===== config.mk =====
export PLATFORM = sky130hd
export DESIGN_NAME = anti_replay_tuple_table
export DESIGN_NICKNAME = d
export VERILOG_FILES = /design/src/art_pkg.sv /design/src/art_ctrl.sv /design/src/art_dpath.sv /design/src/anti_replay_tuple_table.sv
export SDC_FILE = /design/constraint.sdc
export NUM_CORES = 1
export LEC_CHECK = 0
export ABC_AREA = 1
export ABC_CLOCK_PERIOD_IN_PS = 8000
export BUFFER_PORTS_ARGS = -buffer_cell sky130_fd_sc_hd__buf_4
export CORE_UTILIZATION = 50
export CTS_CLUSTER_SIZE = 12
export DETAILED_ROUTE_END_ITERATION = 16
export GPL_ROUTABILITY_DRIVEN = 0
export HOLD_SLACK_MARGIN = 0.02
export PLACE_DENSITY = 0.66
export SKIP_CTS_REPAIR_TIMING = 1
export SLEW_MARGIN = 10
export SYNTH_ARGS = -nofsm -noshare
export SYNTH_HDL_FRONTEND = slang
export SYNTH_SLANG_ARGS = --single-unit

===== constraint.sdc =====
create_clock -name clk -period 8 [get_ports clk]
set_clock_uncertainty 0.2 [all_clocks]
set_input_delay 0.4 -clock clk [delete_from_list [all_inputs] [get_ports clk]]
set_output_delay 0.4 -clock clk [all_outputs]
set_load 0.05 [all_outputs]

===== src/art_pkg.sv =====
// Shared types and constants for the anti-replay tuple table.
// No dependencies; imported by every module under src.
package art_pkg;

  localparam int DEF_TABLE_ENTRIES = 8;

  localparam int SRC_W   = 16;
  localparam int ID_W    = 24;
  localparam int TUPLE_W = SRC_W + 2;
  localparam int ENTRY_W = TUPLE_W + ID_W;
  localparam int SLOT_W  = 3;

  typedef enum logic [1:0] {
    ST_IDLE,
    ST_SCAN,
    ST_COMMIT
  } state_t;

  typedef struct packed {
    logic start;
    logic scan;
    logic commit;
  } art_cmd_t;

  typedef struct packed {
    logic scan_done;
    logic out_free;
  } art_sts_t;

endpackage


===== src/art_ctrl.sv =====
// Controller state machine for the anti-replay tuple table.
// Depends on art_pkg; drives art_dpath through art_cmd_t and reads art_sts_t.
module art_ctrl (
  input  logic              clk,
  input  logic              rst_n,
  input  logic              in_valid,
  output logic              in_ready,
  input  art_pkg::art_sts_t sts,
  output art_pkg::art_cmd_t cmd
);
  import art_pkg::*;

  state_t state_r, state_nxt;

  always_ff @(posedge clk) begin
    if (!rst_n) begin
      state_r <= ST_IDLE;
    end else begin
      state_r <= state_nxt;
    end
  end

  always_comb begin
    state_nxt = state_r;
    in_ready  = 1'b0;
    cmd       = '0;
    case (state_r)
      ST_IDLE: begin
        in_ready = 1'b1;
        if (in_valid) begin
          cmd.start = 1'b1;
          state_nxt = ST_SCAN;
        end
      end
      ST_SCAN: begin
        cmd.scan = 1'b1;
        if (sts.scan_done) begin
          state_nxt = ST_COMMIT;
        end
      end
      ST_COMMIT: begin
        if (sts.out_free) begin
          cmd.commit = 1'b1;
          state_nxt  = ST_IDLE;
        end
      end
      default: begin
        state_nxt = ST_IDLE;
      end
    endcase
  end

  a_accept_starts_scan: assert property (@(posedge clk) disable iff (!rst_n)
    (in_valid && in_ready) |=> (state_r == ST_SCAN))
    else $error("request accepted without starting a scan");

  a_commit_returns_idle: assert property (@(posedge clk) disable iff (!rst_n)
    cmd.commit |=> (state_r == ST_IDLE && in_ready))
    else $error("commit did not return to idle");

endmodule


===== src/art_dpath.sv =====
// Datapath for the anti-replay tuple table: request registers, slot memory,
// valid bits, scan pipeline and output register. Depends on art_pkg.
module art_dpath #(
  parameter int TABLE_ENTRIES = art_pkg::DEF_TABLE_ENTRIES
) (
  input  logic                        clk,
  input  logic                        rst_n,
  input  logic [art_pkg::SRC_W-1:0]   in_source_addr,
  input  logic                        in_dir_bit,
  input  logic                        in_key_sel,
  input  logic [art_pkg::ID_W-1:0]    in_message_id,
  output logic                        out_valid,
  input  logic                        out_ready,
  output logic                        out_accepted,
  output logic                        out_new_tuple,
  output logic                        out_evicted,
  output logic [art_pkg::SLOT_W-1:0]  out_slot_used,
  input  art_pkg::art_cmd_t           cmd,
  output art_pkg::art_sts_t           sts
);
  import art_pkg::*;

  localparam int IDX_W = (TABLE_ENTRIES > 1) ? $clog2(TABLE_ENTRIES) : 1;
  localparam logic [IDX_W-1:0] LAST_IDX = IDX_W'(TABLE_ENTRIES - 1);

  logic [ENTRY_W-1:0]       mem [TABLE_ENTRIES];
  logic [TABLE_ENTRIES-1:0] valid_r;

  logic [TUPLE_W-1:0] tuple_r;
  logic [ID_W-1:0]    id_r;

  logic [IDX_W-1:0]   rd_idx_r;
  logic               rd_done_r;
  logic [IDX_W-1:0]   chk_idx_r;
  logic               chk_en_r;
  logic [ENTRY_W-1:0] rdata_r;

  logic               have_free_r;
  logic [IDX_W-1:0]   free_slot_r;
  logic               hit_r;
  logic [IDX_W-1:0]   hit_slot_r;
  logic               fresh_r;

  logic               out_valid_r;
  logic               out_accepted_r;
  logic               out_new_tuple_r;
  logic               out_evicted_r;
  logic [SLOT_W-1:0]  out_slot_r;

  logic                    check;
  logic                    entry_hit;
  logic                    is_last;
  logic [IDX_W-1:0]        slot;
  logic                    do_write;
  logic [IDX_W+SLOT_W-1:0] slot_ext;

  assign check     = cmd.scan && chk_en_r;
  assign entry_hit = valid_r[chk_idx_r] && (rdata_r[ENTRY_W-1:ID_W] == tuple_r);
  assign is_last   = (chk_idx_r == LAST_IDX);

  assign sts.scan_done = check && (entry_hit || is_last);
  assign sts.out_free  = !out_valid_r || out_ready;

  assign slot     = hit_r ? hit_slot_r : (have_free_r ? free_slot_r : '0);
  assign do_write = cmd.commit && (!hit_r || fresh_r);
  assign slot_ext = {{SLOT_W{1'b0}}, slot};

  always_ff @(posedge clk) begin
    if (cmd.start) begin
      tuple_r <= {in_source_addr, in_dir_bit, in_key_sel};
      id_r    <= in_message_id;
    end
  end

  always_ff @(posedge clk) begin
    rdata_r <= mem[rd_idx_r];
    if (do_write) begin
      mem[slot] <= {tuple_r, id_r};
    end
  end

  always_ff @(posedge clk) begin
    if (!rst_n) begin
      chk_en_r    <= 1'b0;
      rd_done_r   <= 1'b0;
      rd_idx_r    <= '0;
      have_free_r <= 1'b0;
      hit_r       <= 1'b0;
    end else if (cmd.start) begin
      chk_en_r    <= 1'b0;
      rd_done_r   <= 1'b0;
      rd_idx_r    <= '0;
      have_free_r <= 1'b0;
      hit_r       <= 1'b0;
    end else if (cmd.scan) begin
      chk_idx_r <= rd_idx_r;
      chk_en_r  <= !rd_done_r;
      if (rd_idx_r == LAST_IDX) begin
        rd_done_r <= 1'b1;
      end else begin
        rd_idx_r <= rd_idx_r + 1'b1;
      end
      if (check) begin
        if (!valid_r[chk_idx_r] && !have_free_r) begin
          have_free_r <= 1'b1;
          free_slot_r <= chk_idx_r;
        end
        if (entry_hit) begin
          hit_r      <= 1'b1;
          hit_slot_r <= chk_idx_r;
          fresh_r    <= (id_r > rdata_r[ID_W-1:0]);
        end
      end
    end
  end

  always_ff @(posedge clk) begin
    if (!rst_n) begin
      valid_r <= '0;
    end else if (cmd.commit && !hit_r) begin
      valid_r[slot] <= 1'b1;
    end
  end

  always_ff @(posedge clk) begin
    if (!rst_n) begin
      out_valid_r <= 1'b0;
    end else if (cmd.commit) begin
      out_valid_r <= 1'b1;
    end else if (out_ready) begin
      out_valid_r <= 1'b0;
    end
  end

  always_ff @(posedge clk) begin
    if (cmd.commit) begin
      out_accepted_r  <= !hit_r || fresh_r;
      out_new_tuple_r <= !hit_r;
      out_evicted_r   <= !hit_r && !have_free_r;
      out_slot_r      <= slot_ext[SLOT_W-1:0];
    end
  end

  assign out_valid     = out_valid_r;
  assign out_accepted  = out_accepted_r;
  assign out_new_tuple = out_new_tuple_r;
  assign out_evicted   = out_evicted_r;
  assign out_slot_used = out_slot_r;

  a_commit_into_free: assert property (@(posedge clk) disable iff (!rst_n)
    cmd.commit |-> (!out_valid_r || out_ready))
    else $error("result overwritten before it was taken");

  a_evict_is_new: assert property (@(posedge clk) disable iff (!rst_n)
    out_valid_r |-> (!out_evicted_r || out_new_tuple_r))
    else $error("eviction flagged on a matched tuple");

  a_replay_not_new: assert property (@(posedge clk) disable iff (!rst_n)
    (out_valid_r && !out_accepted_r) |-> !out_new_tuple_r)
    else $error("replay flagged as new tuple");

  a_commit_sets_valid: assert property (@(posedge clk) disable iff (!rst_n)
    cmd.commit |=> valid_r[$past(slot)])
    else $error("committed slot not marked valid");

endmodule


===== src/anti_replay_tuple_table.sv =====
// Top level of the anti-replay tuple table: controller plus datapath.
// Depends on art_pkg, art_ctrl and art_dpath.
//
//   channel | handshake             | payload
//   --------+-----------------------+-------------------------------------------
//   in      | in_valid / in_ready   | source_addr, dir_bit, key_sel, message_id
//   out     | out_valid / out_ready | accepted, new_tuple, evicted, slot_used
//
// One request at a time; the slot memory is scanned one entry per cycle through
// its registered read port. The scan stops at the first matching entry; a miss
// scans every entry before the commit.
// Synchronous active-low reset clears every valid bit and empties the output.
// A result waiting on out_ready does not block the next request; the commit of
// that next request holds until the output register is free.
module anti_replay_tuple_table #(
  parameter int TABLE_ENTRIES = art_pkg::DEF_TABLE_ENTRIES
) (
  input  logic                        clk,
  input  logic                        rst_n,
  input  logic                        in_valid,
  output logic                        in_ready,
  input  logic [art_pkg::SRC_W-1:0]   in_source_addr,
  input  logic                        in_dir_bit,
  input  logic                        in_key_sel,
  input  logic [art_pkg::ID_W-1:0]    in_message_id,
  output logic                        out_valid,
  input  logic                        out_ready,
  output logic                        out_accepted,
  output logic                        out_new_tuple,
  output logic                        out_evicted,
  output logic [art_pkg::SLOT_W-1:0]  out_slot_used
);
  import art_pkg::*;

  art_cmd_t cmd;
  art_sts_t sts;

  art_ctrl u_ctrl (
    .clk      (clk),
    .rst_n    (rst_n),
    .in_valid (in_valid),
    .in_ready (in_ready),
    .sts      (sts),
    .cmd      (cmd)
  );

  art_dpath #(
    .TABLE_ENTRIES (TABLE_ENTRIES)
  ) u_dpath (
    .clk            (clk),
    .rst_n          (rst_n),
    .in_source_addr (in_source_addr),
    .in_dir_bit     (in_dir_bit),
    .in_key_sel     (in_key_sel),
    .in_message_id  (in_message_id),
    .out_valid      (out_valid),
    .out_ready      (out_ready),
    .out_accepted   (out_accepted),
    .out_new_tuple  (out_new_tuple),
    .out_evicted    (out_evicted),
    .out_slot_used  (out_slot_used),
    .cmd            (cmd),
    .sts            (sts)
  );

endmodule


==> flow_summary.ini, run 1 <==
[route]
drt-initial-drc-count = 797
wl_per_cell_um = 18.0
drcViolationCount = 0
ant_nets = 0
drt-pass1-iter-count = 5
wl_mm = 34.7
via_per_inst = 5.41
vias = 10400

[sta]
hold_viol_final = 0
worst_pin_slew_ns = 1.01
grt_setup_unrepaired = no
maxSlewViolCount = 0
period_share_pct = 36.2
setup_viol = 0
slew_headroom_pct = 33.0
timing.fmax_mhz = 345
setup_tns_ns = 0
min_period_ns = 2.90
fin_ws_ns = 5.10

[die]
row_count = 67
die_x_um = 188
start_util_pct = 51.3
coreArea_sq_um = 33900
die_h_um = 188
dieArea_sq_um = 35500
io_pins = 54

[clock_network]
cts_tree = yes
clockBufferDepth = 3
numCtsBuffers = 47
cts.htree.levels = 2
clk_pin_slew_ns = 0.06
root_buffer = clkbuf_16
cts_sinks = 454
clk_latency_ns = 0.55

[layout]
final.fill_count = 2714
syn2layout_area_growth_pct = 15.7
drive_gt1_share_pct = 10.9
diodes = 0
ff_latch_area_sq_um = 13000
multiInputGateArea_sq_um = 3760
nNetsFinal = 1516

[worst_setup_path]
worstSetupStartpointType = flop
cp-end-kind = flop
crit_arrival_ns = 3.07
reg2reg_depth = 6
crit_type = flop to flop
required_ns = 8.17
critPathMaxFanout = 105

[global_routing]
grt-ovfl-total = 0
grt_max_degree = 106
grtUsageMet1_pct = 26.9
track_usage_pct = 19.7
grt_use_met2_pct = 32.8
grt_pass1_vias = 10100
top_usage_layer = met2
antenna_found_initial = 0
met3_usage_pct = 3.20
grt_pass1_wl_mm = 54.6

[placed_design]
pre_cts_slack_ns = 5.15
port_buffers = 53
hpwl_mm = 17.9

[synth]
synth-adder-area-share_pct = 1.87
ys_warn_count = 0
synth-simple-area-share_pct = 9.47
avgSynthCellArea_sq_um = 12.9
synthMuxAreaShare_pct = 0
async_flop_share_pct = 0
synth_edf_count = 394
yosysSeqAreaShare_pct = 75.0
synth_compound_area_share_pct = 9.47
syn_nets = 1418
synthFlopType = edfxtp_1
synthCells = 1346
yosysUniqueCellTypes = 37
synth_top_family_by_area = simple AND/OR/NAND/NOR gates
ys_ff_latch = 454
synth_area_sq_um = 17400
synth-xor-area-share_pct = 0.555

[pwr]
power_density_nw_per_um2 = 256
power.leakage_nw = 7.12
max-vdd-ir-drop_v = 0.000199

[run]
cap_viol_max_count = 0

[hold_path]
hp-class = flop to flop
whs_path_depth = 2

[status]
outcome = finished clean
==> cells by family after synthesis <==
logic type | count (synthesis)
and+or+nand+nor | 417
DFF | 454
adders and majority gates | 26
xor gates and xnor gates | 11
AOI/OAI and AO/OA | 297
buffers and inverters | 141
==> power breakdown <==
group          total, mW  switching, mW  internal [mW]
Clock               2.07          0.853           1.22
Sequential          2.72         0.0641           2.66
Combinational      0.353          0.218          0.135
==> critical path: stages (launching register included) <==
cell and delay (ns):
dfxtp_4 0.67, clkinv_4 0.70, buf_4 0.56, o21ai_0 0.27, o22ai_1 0.10, nor2_1 0.10, a31oi_1 0.06
==> per-layer routing <==
layer	routed length, um	vias to the layer above
met5	0	-
met4	590	0
met3	1680	41
met2	16900	243
met1	15500	5143
li1	-	5012
==> cells in the mapped netlist (all sizes together) (2+ instances only) <==
library cell,instances,area [sq um]
edfxtp,394,11800
nor2,322,1220
o21ai,178,891
inv,73,274
nand2,68,260
dfxtp,60,1200
a31oi,42,263
o22ai,42,263
buf,35,221
clkbuf,32,121
a21oi,27,135
ha,26,325
xnor2,10,87.6
nand4,9,56.3
nand3,6,30.0
nor4,6,43.8
nor3,5,30.0
a22oi,3,55.1
a211oi,2,15.0
o211ai,2,15.0
==> path summary, 6_finish.rpt <==
check,start,to,slack [ns]
setup / recovery,u_dpath.rd_idx_r[0],u_dpath.rdata_r[41],5.10
setup reg to reg,u_dpath.rd_idx_r[0],u_dpath.rdata_r[41],5.10
hold reg to reg,u_dpath.valid_r[0],u_dpath.valid_r[0],0.25
hold / removal,u_dpath.valid_r[0],u_dpath.valid_r[0],0.25
==> layout make-up <==
| cell class | count | share of cell area [%] |
|---|---|---|
| Clock buffer | 78 | 6.93 |
| Clock inverter | 9 | 0.417 |
| Inverter | 74 | 1.41 |
| Multi-Input combinational cell | 751 | 18.7 |
| Sequential cell | 454 | 64.9 |
| Tap cell | 448 | 2.79 |
| Timing Repair Buffer | 116 | 4.89 |
==> cell usage in the layout, fill, tap and decap left out, types with 9 or more instances in the layout <==
cell type	count
edfxtp_1	394
nor2_1	320
o21ai_0	168
buf_4	71
inv_1	67
nand2_1	66
dfxtp_1	58
clkbuf_16	47
dlygate4sd3_1	45
o22ai_1	42
a31oi_1	42
a21oi_1	27
ha_1	26
clkbuf_1	21
xnor2_1	10
o21ai_1	10
clkbuf_8	10
nand4_1	9
==> stage by stage <==
step | hold slack [ns] | util, % | area, sq um | power [mW] | cells
global route | 0.266 | 59.4 | 20100 | 5.34 | 1930
finish | 0.247 | 59.4 | 20100 | 5.15 | 1930
global placement | 0.237 | 53.7 | 18200 | 3.10 | 1798
floorplan | 0.227 | - | 17400 | 2.99 | 1346
CTS | -0.206 | 58.0 | 19700 | 5.17 | 1885
detailed placement | 0.238 | 53.7 | 18200 | 3.11 | 1798
==> state kept, by name (all words and copies together) (netlist names), 2 cells and up <==
register / cells
u_dpath.mem: 336
u_ctrl.state_r: 2
u_dpath.id_r: 24
u_dpath.out_slot_used: 3
u_dpath.valid_r: 8
u_dpath.hit_slot_r: 3
u_dpath.tuple_r: 18
u_dpath.rdata_r: 42
u_dpath.free_slot_r: 3
u_dpath.rd_idx_r: 3
u_dpath.chk_idx_r: 3
(Power assumes the default switching activity.)
==> run 2: changes to the inputs <==
- ABC_CLOCK_PERIOD_IN_PS: 8000 -> 2800
- clock period: 8 -> 2.8 ns (I/O delays scaled with it)
==> run 2 against run 1 <==
  * Utilization is 0.76 points higher
  * Critical path type unchanged
  * First-iteration DRC count down 11%
  * Final cell count grew 0.21%
  * Register-to-register slack lost 4.7 ns
  * Clock power rose to 2.8 times the previous value
  * Power rose to 2.9 times the previous value
  * Critical endpoint is now u_ctrl.state_r[1]
  * Sequential share of layout area down 0.81 points
  * Maximum frequency is 19% higher
  * Via count shrank 0.58%
==> flow_summary.ini, run 2 (synthesis gave the netlist of run 1 again) <==
[clock_network]
clk_pin_slew_ns = 0.06
numCtsBuffers = 47
cts_tree = yes
root_buffer = clkbuf_16
cts_sinks = 454
clk_latency_ns = 0.55
cts.htree.levels = 2
clockBufferDepth = 3

[sta]
maxSlewViolCount = 0
hold_viol_final = 0
setup_tns_ns = 0
slew_headroom_pct = 51.6
min_period_ns = 2.43
grt_setup_unrepaired = no
worst_pin_slew_ns = 0.727
period_share_pct = 86.7
timing.fmax_mhz = 412
whs_ns = 0.110
setup_viol = 0

[pwr]
max-vdd-ir-drop_v = 0.000526
power.leakage_nw = 7.19
power_density_nw_per_um2 = 723
total_power_mw = 14.7

[worst_setup_path]
cp-end-kind = flop
cp_cell_sequence = xnor2_1, nand2_1, nor2_1, nand2_1, nor2_1, nand2_1, nand2_1, nand3_1, nand2_1, dlygate4sd3_1
required_ns = 3.08
cp.buffers_inverters = 1
crit_type = flop to flop
critPathMaxFanout = 9
slowest_stage = dlygate4sd3_1
max_stage_delay_ns = 0.54
worstSetupStartpointType = flop
crit_arrival_ns = 2.71
critical_path.top_delay_family = simple AND/OR/NAND/NOR gates
cp_common_cell = nand2_1

[placed_design]
hpwl_mm = 17.7
port_buffers = 53
placed_cell_area_sq_um = 18400
dp.cells = 1803

[global_routing]
grt-ovfl-total = 0
antenna_found_initial = 0
grt_pass1_vias = 10200
grt_max_degree = 88
grt_pass1_wl_mm = 54.4
track_usage_pct = 19.6

[route]
drt-initial-drc-count = 706
drt-pass1-iter-count = 5
via_per_inst = 5.37
vias = 10400
wl_mm = 34.3
drcViolationCount = 0
wl_per_cell_um = 17.7
ant_nets = 0

[layout]
multiInputGateArea_sq_um = 3820
fin_area_sq_um = 20400
final_cells = 1934
largest_reg_flops = 336
syn2layout_area_growth_pct = 17.2
diodes = 0
ff_latch_area_sq_um = 13000
drive_gt1_share_pct = 10.8
nNetsFinal = 1523
final.fill_count = 2602
layout_common_cells = edfxtp_1, nor2_1, o21ai_0
layout_commonest_cell = edfxtp_1
regMostFlops = u_dpath.mem
top_regs = u_dpath.mem (336), u_dpath.rdata_r (42), u_dpath.id_r (24)

[status]
outcome = finished clean

[run]
cap_viol_max_count = 0

[die]
io_pins = 54
coreArea_sq_um = 33900
start_util_pct = 51.3
row_count = 67
dieArea_sq_um = 35500
die_h_um = 188
die_x_um = 188

[hold_path]
hp-class = primary input to flop
-- run 2: worst paths after layout --
kind	from	end	slack, ns	cells after the start
min reg2reg	u_dpath.rd_done_r	u_dpath.rd_done_r	0.25	2
max	u_dpath.tuple_r[17]	u_ctrl.state_r[1]	0.37	10
max reg2reg	u_dpath.tuple_r[17]	u_ctrl.state_r[1]	0.37	10
min	in_dir_bit	u_dpath.tuple_r[1]	0.11	2
-- run 2: routing by layer --
layer / wire length, um / share of wire [%] / track usage (%)
met5: 0 / 0 / 0
met4: 652 / 1.9 / 5.68
met3: 1840 / 5.4 / 3.17
met2: 16600 / 48 / 32.8
met1: 15300 / 44 / 26.6
-- run 2: report_power, final --
part	switching (mW)	total [mW]	internal [mW]
Clock	2.41	5.89	3.49
Combinational	0.651	1.06	0.411
Sequential	0.164	7.76	7.59
-- run 2: layout make-up --
type | instances | share of cell area [%]
Inverter | 74 | 1.42
Tap cell | 448 | 2.75
Multi-Input combinational cell | 751 | 18.8
Sequential cell | 454 | 64.0
Timing Repair Buffer | 123 | 5.91
Clock inverter | 11 | 0.645
Clock buffer | 73 | 6.45
-- run 2: metrics by stage --
stage               util, %  setup slack [ns]
finish                 60.1             0.373
global route           60.1             0.115
CTS                    58.7             0.370
detailed placement     54.5             0.388
global placement       54.5             0.420
floorplan                 -            -0.390
==> run 3: changes to the inputs <==
- PLACE_DENSITY: 0.66 -> default
- PLACE_DENSITY_LB_ADDON: default -> 0.3
==> run 3 against run 2 <==
  * Sequential share of layout area rose by 0.42 points
  * Clock-buffer cell count rose by 3
  * Final cell count rose by 0.26%
  * Setup slack got worse by 0.057 ns
  * Critical path type unchanged
  * Critical endpoint is now u_dpath.mem[4][8]
  * Largest cell class unchanged
==> flow_summary.ini, run 3 (synthesis gave the netlist of run 1 again) <==
[layout]
drive_gt1_share_pct = 11.1
top_regs = u_dpath.mem (336), u_dpath.rdata_r (42), u_dpath.id_r (24)
largest_reg_flops = 336
final.fill_count = 2668
syn2layout_area_growth_pct = 16.4
layout_commonest_cell = edfxtp_1
layout_common_cells = edfxtp_1, nor2_1, o21ai_0
diodes = 0
regMostFlops = u_dpath.mem
nNetsFinal = 1527

[sta]
setup_viol = 0
timing.fmax_mhz = 403
hold_viol_final = 0
grt_setup_unrepaired = no
worst_pin_slew_ns = 0.840
maxSlewViolCount = 0
min_period_ns = 2.48
period_share_pct = 88.7
slew_headroom_pct = 44.0
fin_ws_ns = 0.316
whs_ns = 0.107

[global_routing]
grt_pass1_wl_mm = 55.7
grt_pass1_vias = 10300
grt-ovfl-total = 0
grt_max_degree = 123
antenna_found_initial = 0
track_usage_pct = 20.1

[clock_network]
root_buffer = clkbuf_16
clk_pin_slew_ns = 0.06
numCtsBuffers = 46
clockBufferDepth = 3
cts.htree.levels = 2
clk_latency_ns = 0.55
cts_sinks = 454
cts_tree = yes

[worst_setup_path]
cp-end-kind = flop
critPathMaxFanout = 24
cp_cell_sequence = nor2_4, a22oi_4, inv_2, nor4_4, buf_4
crit_type = flop to flop
r2r_end = u_dpath.mem[4][8]
max_stage_delay_ns = 0.46
slowest_stage = dfxtp_2
crit_arrival_ns = 2.48
worstSetupStartpointType = flop
reg2reg_from = u_dpath.hit_r
reg2reg_depth = 5
rrSetupSlack_ns = 0.32
required_ns = 2.79

[route]
drt-pass1-iter-count = 5
via_per_inst = 5.38
wl_per_cell_um = 17.9
ant_nets = 0
vias = 10400
wl_mm = 34.6
drt-initial-drc-count = 798
drcViolationCount = 0

[die]
die_h_um = 188
die_x_um = 188
coreArea_sq_um = 33900
io_pins = 54
start_util_pct = 51.3
dieArea_sq_um = 35500
row_count = 67

[pwr]
power_density_nw_per_um2 = 712
power.leakage_nw = 7.15
total_power_mw = 14.4
max-vdd-ir-drop_v = 0.000581

[hold_path]
holdPathEnd = u_dpath.tuple_r[8]
holdCritStartpoint = in_source_addr[6]
hp-class = primary input to flop
whs_path_depth = 2

[placed_design]
port_buffers = 53
pre_cts_slack_ns = 0.313
hpwl_mm = 18.6

[status]
outcome = finished clean

[run]
cap_viol_max_count = 0
-- run 3: cell type report --
class / instances / area [sq um] / area share, %
Sequential cell: 454 / 13000 / 64.5
Multi-Input combinational cell: 751 / 3820 / 18.9
Clock buffer: 76 / 1320 / 6.50
Timing Repair Buffer: 128 / 1150 / 5.70
Tap cell: 448 / 561 / 2.77
Inverter: 74 / 289 / 1.43
Clock inverter: 8 / 46.3 / 0.229
-- run 3: through the flow --
stage	util (%)	TNS [ns]	instance area (sq um)	instances
finish	59.7	0	20200	1939
global route	59.7	0	20200	1939
CTS	58.3	0	19800	1892
detailed placement	54.3	0	18400	1808
global placement	54.3	0	18400	1808
floorplan	-	-99.17	17500	1346
-- run 3: where the power goes --
group          leakage [nW]  internal (mW)  switching, mW  total, mW
Combinational          2.43          0.405          0.643       1.05
Clock                 0.661           3.20           2.40       5.60
Sequential             4.07           7.59          0.163       7.76
Total                  7.15           11.2           3.21       14.4
-- run 3: worst max-delay path: cells and delay by family, from the launching register on --
kind / cells / cell delay, ns
buffers and inverters: 2 / 0.68
AOI/OAI and AO/OA: 1 / 0.39
DFF: 1 / 0.46
and+or+nand+nor: 2 / 0.38
-- run 3: how the worst max path moves through the flow --
stage / startpoint / to / slack, ns / cells after the start
floorplan: u_dpath.hit_r / u_dpath.mem[0][0] / -0.39 / 5
CTS: u_dpath.hit_r / u_dpath.mem[4][11] / 0.30 / 5
finish: u_dpath.hit_r / u_dpath.mem[4][8] / 0.32 / 5
detailed placement: u_dpath.hit_r / u_dpath.mem[4][11] / 0.31 / 5
global placement: u_dpath.hit_r / u_dpath.mem[3][18] / 0.41 / 5
global route: u_dpath.tuple_r[2] / u_ctrl.state_r[1] / 0.15 / 10
-- run 3: layer usage --
| metal | routed length, um | GRT usage, % | vias to the layer above |
|---|---|---|---|
| met4 | 924 | 7.01 | 0 |
| li1 | - | - | 5030 |
| met1 | 15400 | 26.8 | 5099 |
| met5 | 0 | 0 | - |
| met3 | 1570 | 3.33 | 73 |
| met2 | 16700 | 33.5 | 222 |
